[config.mk]
export PLATFORM = sky130hd
export DESIGN_NAME = mlf_core
export DESIGN_NICKNAME = d
export VERILOG_FILES = /design/src/rtl/mlf_pkg.sv /design/src/rtl/mlf_core.sv
export SDC_FILE = /design/constraint.sdc
export NUM_CORES = 1
export LEC_CHECK = 0
export BUFFER_PORTS_ARGS = -buffer_cell sky130_fd_sc_hd__buf_2
export CAP_MARGIN = 20
export CORE_MARGIN = 10
export CORE_UTILIZATION = 40
export DETAILED_ROUTE_END_ITERATION = 6
export PLACE_DENSITY = 0.6
export SLEW_MARGIN = 40
export SYNTH_ARGS = -nofsm -noshare
export SYNTH_HDL_FRONTEND = slang
export SYNTH_SLANG_ARGS = --single-unit
[constraint.sdc]
create_clock -name clk -period 13 [get_ports clk]
set_input_delay 3.9 -clock clk [delete_from_list [all_inputs] [get_ports clk]]
set_output_delay 3.9 -clock clk [all_outputs]
set_load 0.03 [all_outputs]
[src/rtl/mlf_pkg.sv]
// Shared types and constants for the match length factorizer.
package mlf_pkg;

  localparam int POS_W = 12;
  localparam int LEN_W = 12;
  localparam int RES_W = 13;

  // Command codes carried on the input selector.
  localparam logic CMD_LOAD = 1'b0;
  localparam logic CMD_STEP = 1'b1;

  // One write request into the match length memory.
  typedef struct packed {
    logic             en;
    logic [POS_W-1:0] pos;
    logic [LEN_W-1:0] len;
  } wr_req_t;

  // One result item.
  typedef struct packed {
    logic             done_res;
    logic [RES_W-1:0] factor_count;
    logic [RES_W-1:0] factor_end;
  } res_t;

endpackage

[src/rtl/mlf_core.sv]
// Load and walk control: rank bookkeeping, cursor update and memory requests.
module mlf_core #(
  parameter int MAX_TEXT = 4096,
  parameter int AW       = 12,
  parameter int CW       = 13
) (
  input  logic                       clk,
  input  logic                       rst_n,
  input  logic                       in_fire,
  input  logic                       command,
  input  logic [mlf_pkg::POS_W-1:0]  suffix_start,
  input  logic [mlf_pkg::LEN_W-1:0]  lcp_value,
  input  logic                       final_rank,
  input  logic [mlf_pkg::LEN_W-1:0]  rd_len,
  output mlf_pkg::wr_req_t           wr,
  output logic [AW-1:0]              rd_addr,
  output mlf_pkg::res_t              res,
  output logic                       busy
);

  localparam int SW = ((CW > mlf_pkg::LEN_W) ? CW : mlf_pkg::LEN_W) + 1;

  logic [mlf_pkg::POS_W-1:0] prior_start_r, prior_start_nxt;
  logic [mlf_pkg::LEN_W-1:0] prior_lcp_r, prior_lcp_nxt;
  logic [CW-1:0]             loaded_r, loaded_nxt;
  logic [CW-1:0]             cursor_r, cursor_nxt;
  logic [mlf_pkg::RES_W-1:0] factors_r, factors_nxt;
  logic                      sealed_r, sealed_nxt;
  logic                      pend_r, pend_nxt;
  logic [mlf_pkg::POS_W-1:0] pend_pos_r, pend_pos_nxt;
  logic [mlf_pkg::LEN_W-1:0] pend_len_r, pend_len_nxt;

  logic [CW-1:0]             lc_eff;
  logic [mlf_pkg::LEN_W-1:0] lcp_eff;
  logic [mlf_pkg::LEN_W-1:0] adv;
  logic [SW-1:0]             sum;

  always_comb begin
    prior_start_nxt = prior_start_r;
    prior_lcp_nxt   = prior_lcp_r;
    loaded_nxt      = loaded_r;
    cursor_nxt      = cursor_r;
    factors_nxt     = factors_r;
    sealed_nxt      = sealed_r;
    pend_nxt        = 1'b0;
    pend_pos_nxt    = pend_pos_r;
    pend_len_nxt    = pend_len_r;
    wr.en           = pend_r;
    wr.pos          = pend_pos_r;
    wr.len          = pend_len_r;
    res             = '0;
    lc_eff          = sealed_r ? '0 : loaded_r;
    lcp_eff         = (lc_eff == '0) ? '0 : lcp_value;
    adv             = (rd_len != '0) ? rd_len : mlf_pkg::LEN_W'(1);
    sum             = SW'(cursor_r) + SW'(adv);

    if (in_fire) begin
      case (command)
        mlf_pkg::CMD_LOAD: begin
          // A load after a finished text starts a new one.
          if (sealed_r) begin
            cursor_nxt  = '0;
            factors_nxt = '0;
            sealed_nxt  = 1'b0;
          end
          if (lc_eff != '0) begin
            wr.en  = 1'b1;
            wr.pos = prior_start_r;
            wr.len = (prior_lcp_r > lcp_value) ? prior_lcp_r : lcp_value;
          end
          prior_start_nxt = suffix_start;
          prior_lcp_nxt   = lcp_eff;
          loaded_nxt      = (32'(lc_eff) < MAX_TEXT) ? lc_eff + CW'(1) : lc_eff;
          if (final_rank) begin
            sealed_nxt = 1'b1;
            if (lc_eff != '0) begin
              // The write port is taken; the final rank's own entry goes next cycle.
              pend_nxt     = 1'b1;
              pend_pos_nxt = suffix_start;
              pend_len_nxt = lcp_eff;
            end else begin
              wr.en  = 1'b1;
              wr.pos = suffix_start;
              wr.len = lcp_eff;
            end
          end
          res.factor_end   = '0;
          res.factor_count = factors_nxt;
          res.done_res     = 1'b0;
        end
        mlf_pkg::CMD_STEP: begin
          if (sealed_r && (cursor_r < loaded_r)) begin
            cursor_nxt  = (sum > SW'(loaded_r)) ? loaded_r : CW'(sum);
            factors_nxt = factors_r + mlf_pkg::RES_W'(1);
          end
          res.factor_end   = mlf_pkg::RES_W'(cursor_nxt);
          res.factor_count = factors_nxt;
          res.done_res     = sealed_r && (cursor_nxt >= loaded_r);
        end
        default: begin
          res = '0;
        end
      endcase
    end
  end

  always_ff @(posedge clk) begin
    if (!rst_n) begin
      prior_start_r <= '0;
      prior_lcp_r   <= '0;
      loaded_r      <= '0;
      cursor_r      <= '0;
      factors_r     <= '0;
      sealed_r      <= 1'b0;
      pend_r        <= 1'b0;
    end else begin
      prior_start_r <= prior_start_nxt;
      prior_lcp_r   <= prior_lcp_nxt;
      loaded_r      <= loaded_nxt;
      cursor_r      <= cursor_nxt;
      factors_r     <= factors_nxt;
      sealed_r      <= sealed_nxt;
      pend_r        <= pend_nxt;
    end
  end

  always_ff @(posedge clk) begin
    pend_pos_r <= pend_pos_nxt;
    pend_len_r <= pend_len_nxt;
  end

  // The memory is read at the next cursor every cycle, so a step finds its length ready.
  assign rd_addr = cursor_nxt[AW-1:0];
  assign busy    = pend_r;

endmodule

==> results of run 1 <==
## how the worst max path moves through the flow
stage          slack, ps       from      end  cells past startpoint
6_report             130  rd_len[2]  res[26]                     30
3_3_place_gp        -280  rd_len[1]  res[26]                     27
5_1_grt             -170  rd_len[2]  res[26]                     30
4_1_cts              -90  rd_len[5]  res[26]                     29
2_1_floorplan         30  rd_len[4]  res[26]                     26
3_5_place_dp        -340  rd_len[1]  res[26]                     27
## logic make-up (layout without fill, tap and decap cells)
| family | Yosys count | in the layout | synth area share |
|---|---|---|---|
| xor gates and xnor gates | 14 | 14 | 0.01752 |
| AOI/OAI and AO/OA | 213 | 213 | 0.2118 |
| and+or+nand+nor | 342 | 342 | 0.2449 |
| buffers and inverters | 100 | 218 | 0.05701 |
| muxes | 38 | 38 | 0.06095 |
| adders and majority gates | 66 | 66 | 0.1190 |
| DFF | 89 | 89 | 0.2888 |
## worst min-delay path: cells and delay by family, from the launching register on
family / cells / cell delay (ps)
simple gates: 1 / 40
flops: 1 / 310
compound gates: 1 / 60
## Yosys cell counts (all sizes together) (14+ instances only)
| cell | instances |
|---|---|
| mux2i | 25 |
| inv | 41 |
| nand2 | 103 |
| and2 | 17 |
| o21a | 16 |
| o21ai | 43 |
| ha | 65 |
| a21oi | 33 |
| a21boi | 30 |
| nor2 | 76 |
| nand3 | 29 |
| clkbuf | 54 |
| o211ai | 14 |
| dfxtp | 65 |
| edfxtp | 24 |
| nand4 | 19 |
| nand3b | 20 |
## through the flow
step / instance area (um^2) / TNS (ps) / setup slack, ps
floorplan: 7018 / 0 / 33.07
global placement: 7928 / -277.5 / -277.5
detailed placement: 7930 / -338.7 / -338.7
CTS: 8386 / -91.98 / -91.98
global route: 8531 / -169.8 / -169.8
finish: 8531 / 0 / 125.2
## report_power, final
part,internal [mW],switching [mW]
sequential,0.289,0.00304
combinational,0.0541,0.0826
clock,0.136,0.132
## what timing repair did
action,in CTS,in global routing
pin swaps,28,20
resized for setup,28,14
endpoints found under the setup margin,1,1
setup buffers,3,8
## final cells by class
class,instances,area [um^2],share of cell area
clock inverters,7,71.32,0.008360
flip-flops and latches,89,2022,0.2370
inverters,41,153.9,0.01804
clock buffers,9,225.2,0.02640
multi-input cells,673,4781,0.5604
repair buffers,161,996.0,0.1167
well taps,225,281.5,0.03300
## per-layer routing
| metal | vias up | track usage |
|---|---|---|
| li1 | 3332 | - |
| met1 | 3112 | 0.2275 |
| met2 | 181 | 0.2722 |
| met3 | 23 | 0.02710 |
| met4 | 0 | 0.05502 |
| met5 | - | 0 |
## state kept, by name (all words and copies together), names as in the netlist
name	count
busy	1
cursor_r	13
factors_r	13
loaded_r	13
pend_len_r	12
pend_pos_r	12
prior_lcp_r	12
prior_start_r	12
sealed_r	1
==> impl_metrics.json, run 1 <==
{
  "status": "complete, no violations",
  "r2r_cells": 18,
  "worst-setup-path-type": "in -> out",
  "wl_met3_um": 1047,
  "r2r-start": "cursor_r[6]",
  "die_h_um": 152.3,
  "worst_pin_slew_ps": 780.4,
  "layoutNonFillerInstCount": 1205,
  "port_buffers": 105,
  "synth_top_area_share": 0.1859,
  "layout_common_cells": "103 x nand2_1, 100 x buf_2, 74 x nor2_1, 65 x dfxtp_1, 60 x ha_1",
  "leakagePower_nw": 3.642,
  "grt_pass1_vias": 6382,
  "grt_max_degree": 60,
  "die_x_um": 152.3,
  "gp_congestion": 0.8875,
  "rsz0062_at_grt": "yes",
  "cts_tree": "done",
  "ant_nets": 0,
  "vdd_ir_drop_max_v": 0.00006177,
  "clkTransAtPathRegs_ps": 70,
  "viasPerCell": 5.517,
  "finalHoldViolCount": 0,
  "num_io_pins": 106,
  "drive_above_1_share": 0.2449,
  "drv_slew": 0,
  "routed-via-count": 6648,
  "final_util": 0.4949,
  "whs_endpoint": "prior_start_r[4]",
  "hold_class": "reg -> reg",
  "period_share": 0.9904,
  "final_common_cell": "nand2_1",
  "crit_arrival_ps": 8970,
  "antenna_found_initial": 0,
  "cts.sinks": 89,
  "hold-path-cell-count": 2,
  "grt_pass1_wl_um": 33420,
  "yosys-top-cells-area": "dfxtp_1 19%, ha_1 12%, edfxtp_1 10%",
  "slowest_delay_ps": 540,
  "h-tree-depth": 3,
  "die_area_um2": 23190,
  "postSynth.asyncResetShare": 0,
  "grt_usage": 0.1699,
  "m1WireLength_um": 9789,
  "power_mw": 0.6955,
  "synth.largest_area_cell": "dfxtp_1",
  "synth.yosys.warnings": 0,
  "setup_viol": 0,
  "pwr_density_cell_nw_per_um2": 81.53,
  "syn_avg_cell_area_um2": 8.121,
  "clockBufferDepth": 2,
  "cap_violations": 0,
  "initial_core_util": 0.4061,
  "syn_inst": 862,
  "highest_layer": "met4",
  "syn_area_um2": 7000,
  "slowest_stage": "or4_4",
  "syn_to_final_growth_pct": 21.86,
  "yosysSeqAreaShare": 0.2888,
  "worstHoldStart": "prior_start_r[4]",
  "drtIter0Drc": 496,
  "max_slew_margin": 0.4785,
  "holdWs_ps": 464.7,
  "core_um2": 17240,
  "clock_latency_ps": 360,
  "drc": 0,
  "hpwl_um": 14640,
  "wl_per_cell_um": 16.86,
  "wirelength_um": 20320,
  "period_minus_slack_ps": 12870,
  "ys_seq_elements": 89,
  "rows": 48,
  "r2r_end": "cursor_r[8]",
  "cts_buffers": 9,
  "crit_buf_inv": 5,
  "synth-edff-count": 24,
  "diodes": 0,
  "crit_path_max_fanout": 5,
  "critical_path.startpoint_type": "input pin",
  "first_pass_iters": 6,
  "clk_root_buffer_cell": "clkbuf_16",
  "r2r_setup_slack_ps": 8810,
  "max_freq_mhz": 77.67,
  "cp_top_family": "compound AO/OA/AOI/OAI gates",
  "synth_nets": 969,
  "placed_cells": 1178,
  "cts-hold-fix-buffers": 0,
  "synthFlopType": "dfxtp_1",
  "clock_skew_ps": 11.13,
  "nets": 1082,
  "fill_cells": 1692,
  "worst_ep_required_time_ps": 9100,
  "wl_met2_um": 9142,
  "critPathCaptureType": "primary output",
  "grt_remaining_overflow": 0,
  "synth_cell_type_count": 73
}
Note: power is estimated with default switching activity, not from simulation.
==> inputs of run 2 (changes only) <==
--- a/config.mk
+++ b/config.mk
@@ -5,12 +5,15 @@
 export SDC_FILE = /design/constraint.sdc
 export NUM_CORES = 1
 export LEC_CHECK = 0
+export ABC_CLOCK_PERIOD_IN_PS = 13000
 export BUFFER_PORTS_ARGS = -buffer_cell sky130_fd_sc_hd__buf_2
 export CAP_MARGIN = 20
-export CORE_MARGIN = 10
-export CORE_UTILIZATION = 40
+export CELL_PAD_IN_SITES_DETAIL_PLACEMENT = 0
+export CELL_PAD_IN_SITES_GLOBAL_PLACEMENT = 2
+export CORE_MARGIN = 2
+export CORE_UTILIZATION = 31
 export DETAILED_ROUTE_END_ITERATION = 6
-export PLACE_DENSITY = 0.6
+export PLACE_DENSITY = 0.75
 export SLEW_MARGIN = 40
 export SYNTH_ARGS = -nofsm -noshare
 export SYNTH_HDL_FRONTEND = slang
==> impl_metrics.json, run 2 (synthesis results as in run 1) <==
{
  "clockBufferDepth": 2,
  "crit_path_max_fanout": 6,
  "setup_ws_ps": -66.53,
  "clkTransAtPathRegs_ps": 70,
  "gp_congestion": 0.8895,
  "worst-setup-path-type": "in -> out",
  "violations": "setup timing",
  "cp_common_cell": "buf_4",
  "finalHoldViolCount": 0,
  "cts_buffers": 9,
  "cts.sinks": 89,
  "clk_root_buffer_cell": "clkbuf_16",
  "grt_max_degree": 75,
  "placed_cells": 1243,
  "crit_arrival_ps": 9170,
  "cap_violations": 0,
  "slowest_delay_ps": 350,
  "status": "complete, but fails checks",
  "num_io_pins": 106,
  "grt_pass1_vias": 6298,
  "m1WireLength_um": 11140,
  "leakagePower_nw": 3.737,
  "drc": 0,
  "die_area_um2": 23800,
  "first_pass_iters": 5,
  "drtIter0Drc": 295,
  "port_buffers": 105,
  "worst_pin_slew_ps": 797.8,
  "die_x_um": 154.3,
  "routed-via-count": 6584,
  "viasPerCell": 5.164,
  "syn_to_final_growth_pct": 24.50,
  "grt_pass1_wl_um": 34600,
  "wirelength_um": 21460,
  "hpwl_um": 15230,
  "wl_met2_um": 9470,
  "max_freq_mhz": 76.53,
  "hold_class": "reg -> reg",
  "initial_core_util": 0.3178,
  "period_minus_slack_ps": 13070,
  "largest_registers": "cursor_r x13, factors_r x13, loaded_r x13",
  "rsz0062_at_grt": "yes",
  "drv_slew": 0,
  "rows": 54,
  "grt_remaining_overflow": 0,
  "final_util": 0.3957,
  "critPathCaptureType": "primary output",
  "worst_ep_required_time_ps": 9100,
  "nets": 1097,
  "wl_per_cell_um": 16.83,
  "max_slew_margin": 0.4669,
  "ant_nets": 0,
  "period_share": 1.005,
  "die_h_um": 154.3,
  "h-tree-depth": 3,
  "wl_met3_um": 647,
  "highest_layer": "met4",
  "clock_latency_ps": 360,
  "antenna_found_initial": 0,
  "grt_usage": 0.1814,
  "clock_skew_ps": 12.27,
  "core_um2": 22030,
  "drive_above_1_share": 0.2543,
  "final_common_cell": "nand2_1",
  "critical_path.startpoint_type": "input pin",
  "slowest_stage": "fa_2",
  "cts_tree": "done",
  "diodes": 0,
  "fin_setup_tns_ps": -66.53,
  "setup_viol": 1,
  "vdd_ir_drop_max_v": 0.00006078,
  "layoutNonFillerInstCount": 1275,
  "layout_common_cells": "103 x nand2_1, 101 x buf_2, 74 x nor2_1, 65 x dfxtp_1",
  "pwr_density_cell_nw_per_um2": 80.78
}
## run 2: cell types whose count changed in the layout (fill, tap and decap cells not counted), moves of 2 or more
cell,previous run,this run
buf_6,8,11
buf_4,52,63
ha_1,60,63
clkinvlp_4,2,0
ha_4,5,2
## run 2: metrics by stage
step / total power, mW / worst slack, ps / instance area [um^2] / hold WS [ps]
CTS: 0.7123 / -161.6 / 8686 / 473.3
detailed placement: 0.4286 / -388.6 / 8074 / 461.5
global route: 0.7375 / -371.6 / 8716 / 494.0
global placement: 0.4295 / -307.9 / 8071 / 450.8
floorplan: 0.3837 / 33.07 / 7018 / 443.6
finish: 0.7040 / -66.53 / 8716 / 471.1
## run 2: critical path: cells and delay by family
kind | cells | cell delay, ps
compound gates | 13 | 2490
fa+ha+maj | 4 | 1110
simple gates | 5 | 860
buf+inv | 7 | 810
## run 2: area by class of cell
type                            instances  area, um^2
Sequential cell                        89        2022
Clock inverter                          7       78.83
Fill cell                            2348       13310
Multi-Input combinational cell        673        4768
Timing Repair Buffer                  176        1117
Clock buffer                            9       225.2
Inverter                               41       153.9
Tap cell                              280       350.3
## run 2: where the power goes
part / internal, mW / total [mW] / switching, mW
Clock: 0.137 / 0.270 / 0.133
Sequential: 0.289 / 0.292 / 0.00323
Combinational: 0.0566 / 0.142 / 0.0853
## run 2: final timing paths
kind                     from               end  slack, ps  depth (start not counted)
max reg2reg       cursor_r[6]       cursor_r[8]       8390                         20
min          prior_start_r[5]  prior_start_r[5]        470                          2
max                 rd_len[2]           res[26]        -70                         29
min reg2reg  prior_start_r[5]  prior_start_r[5]        470                          2
## run 2: repair_timing
| item | in CTS | in global routing |
|---|---|---|
| pin swaps | 24 | 6 |
| resized for setup | 40 | 6 |
| hold buffers | 0 | 0 |
| buffers inserted | 16 | 0 |
| setup endpoints to repair | 1 | 1 |
## run 2: layer usage
layer | GRT usage | vias up
met4 | 0.03748 | 0
met5 | 0 | -
met1 | 0.2642 | 3081
li1 | - | 3371
met3 | 0.02550 | 13
met2 | 0.2861 | 119
==> inputs of run 3 (changes only) <==
==> constraint.sdc (replaced) <==
create_clock -name clk -period 13 [get_ports clk]
set_input_delay 0.65 -clock clk [delete_from_list [all_inputs] [get_ports clk]]
set_output_delay 0.65 -clock clk [all_outputs]
set_load 0.03 [all_outputs]
==> impl_metrics.json, run 3 (synthesis results as in run 1) <==
{
  "status": "complete, no violations",
  "core_um2": 22030,
  "drive_above_1_share": 0.1822,
  "critical_path_cell_count": 26,
  "routed-via-count": 6420,
  "slowest_delay_ps": 650,
  "cts.repair.resized": 0,
  "startpoint": "rd_len[1]",
  "crit_path_max_fanout": 18,
  "setup_ws_ps": 5445,
  "rsz0062_at_grt": "no",
  "clock_latency_ps": 360,
  "final_util": 0.3644,
  "h-tree-depth": 3,
  "drv_slew": 0,
  "die_h_um": 154.3,
  "die_x_um": 154.3,
  "r2r-start": "cursor_r[6]",
  "r2r_cells": 13,
  "worst_pin_slew_ps": 797.1,
  "grt_pass1_vias": 6110,
  "slowest_stage": "a211oi_1",
  "critPathCaptureType": "primary output",
  "cts_tree": "done",
  "cts-hold-fix-buffers": 0,
  "clockPowerShare": 0.413,
  "initial_core_util": 0.3178,
  "final_area_um2": 8026,
  "critical_path.startpoint_type": "input pin",
  "viasPerCell": 5.293,
  "gp_congestion": 0.8327,
  "cts_buffers": 9,
  "crit_arrival_ps": 6910,
  "worst-setup-path-type": "in -> out",
  "diodes": 0,
  "clk_root_buffer_cell": "clkbuf_16",
  "power_mw": 0.7028,
  "internal_power_mw": 0.4861,
  "max_slew_margin": 0.4673,
  "wl_per_cell_um": 17.31,
  "wirelength_um": 21000,
  "rows": 54,
  "clkTransAtPathRegs_ps": 70,
  "worst_ep_required_time_ps": 12350,
  "post-place-ws_ps": 5451,
  "port_buffers": 105,
  "hpwl_um": 15080,
  "switching_share": 0.3083,
  "clock_skew_ps": 9.910,
  "cap_violations": 0,
  "leakagePower_nw": 3.362,
  "finalHoldViolCount": 0,
  "antenna_found_initial": 0,
  "endpoint": "res[26]",
  "cts.sinks": 89,
  "num_io_pins": 106,
  "drtIter0Drc": 272,
  "largest_registers": "cursor_r x13, factors_r x13, loaded_r x13",
  "vdd_ir_drop_max_v": 0.00006547,
  "p_seq_frac": 0.415,
  "post_cts_buffers": 0,
  "dpl_cell_area_um2": 7711,
  "nets": 1035,
  "setup_viol": 0,
  "clockBufferDepth": 2,
  "syn_to_final_growth_pct": 14.66,
  "r2r_end": "cursor_r[8]",
  "die_area_um2": 23800,
  "period_share": 0.5812,
  "grt_max_degree": 52,
  "grt_pass1_wl_um": 33330,
  "hold_class": "reg -> reg",
  "fin_setup_tns_ps": 0,
  "ant_nets": 0,
  "switching_power_mw": 0.2167,
  "pwr_density_cell_nw_per_um2": 87.56,
  "grt_usage": 0.1760,
  "crit_buf_inv": 3,
  "first_pass_iters": 5,
  "share_comb_of_total_power": 0.172,
  "grt_remaining_overflow": 0,
  "cp_common_cell": "ha_1",
  "final_common_cell": "buf_2",
  "cp_top_family": "compound AO/OA/AOI/OAI gates",
  "period_minus_slack_ps": 7555,
  "layout_common_cells": "105 x buf_2, 103 x nand2_1, 74 x nor2_1, 65 x ha_1, 65 x dfxtp_1",
  "max_freq_mhz": 132.4,
  "r2r_setup_slack_ps": 8260,
  "drc": 0
}
==> run 3: per-layer routing <==
layer  wire length, um  vias to the layer above  GRT usage
met5                 0                        -          0
met4               152                        0    0.03042
met3               852                        9    0.03082
met2              9295                      118     0.2829
met1             10700                     3044     0.2506
li1                  -                     3249          -
==> run 3: cell type report <==
cell class,instances,area [um^2]
Multi-Input combinational cell,673,4592
Clock buffer,9,225.2
Timing Repair Buffer,114,593.1
Clock inverter,7,90.09
Sequential cell,89,2022
Inverter,41,153.9
Fill cell,2347,14000
Tap cell,280,350.3
==> run 3: stage by stage <==
step	hold WS (ps)	cells
floorplan	443.6	862
CTS	472.7	1213
detailed placement	460.7	1197
finish	471.9	1213
global placement	455.1	1197
global route	477.7	1213
==> run 3: worst min-delay path by stage <==
stage | cells after the start | from | slack, ps | endpoint
6_report | 2 | prior_start_r[8] | 470 | prior_start_r[8]
5_1_grt | 1 | suffix_start[0] | 480 | pend_pos_r[0]
4_1_cts | 2 | prior_start_r[2] | 470 | prior_start_r[2]
3_5_place_dp | 2 | prior_start_r[2] | 460 | prior_start_r[2]
3_3_place_gp | 2 | prior_start_r[2] | 460 | prior_start_r[2]
2_1_floorplan | 2 | prior_start_r[0] | 440 | prior_start_r[0]
==> run 3: power groups by stage <==
stage	logic (mW)	registers [mW]	clock network (mW)
6_report	0.121	0.292	0.290
3_3_place_gp	0.121	0.298	0
4_1_cts	0.122	0.292	0.299
3_5_place_dp	0.121	0.298	0
2_1_floorplan	0.0858	0.297	0
5_1_grt	0.133	0.292	0.309
==> run 3: tightest hold or removal path: cells and delay by family, from the launching register on <==
family / cells / cell delay (ps)
AO/OA/AOI/OAI: 1 / 60
AND/OR/NAND/NOR: 1 / 50
flip-flops: 1 / 310
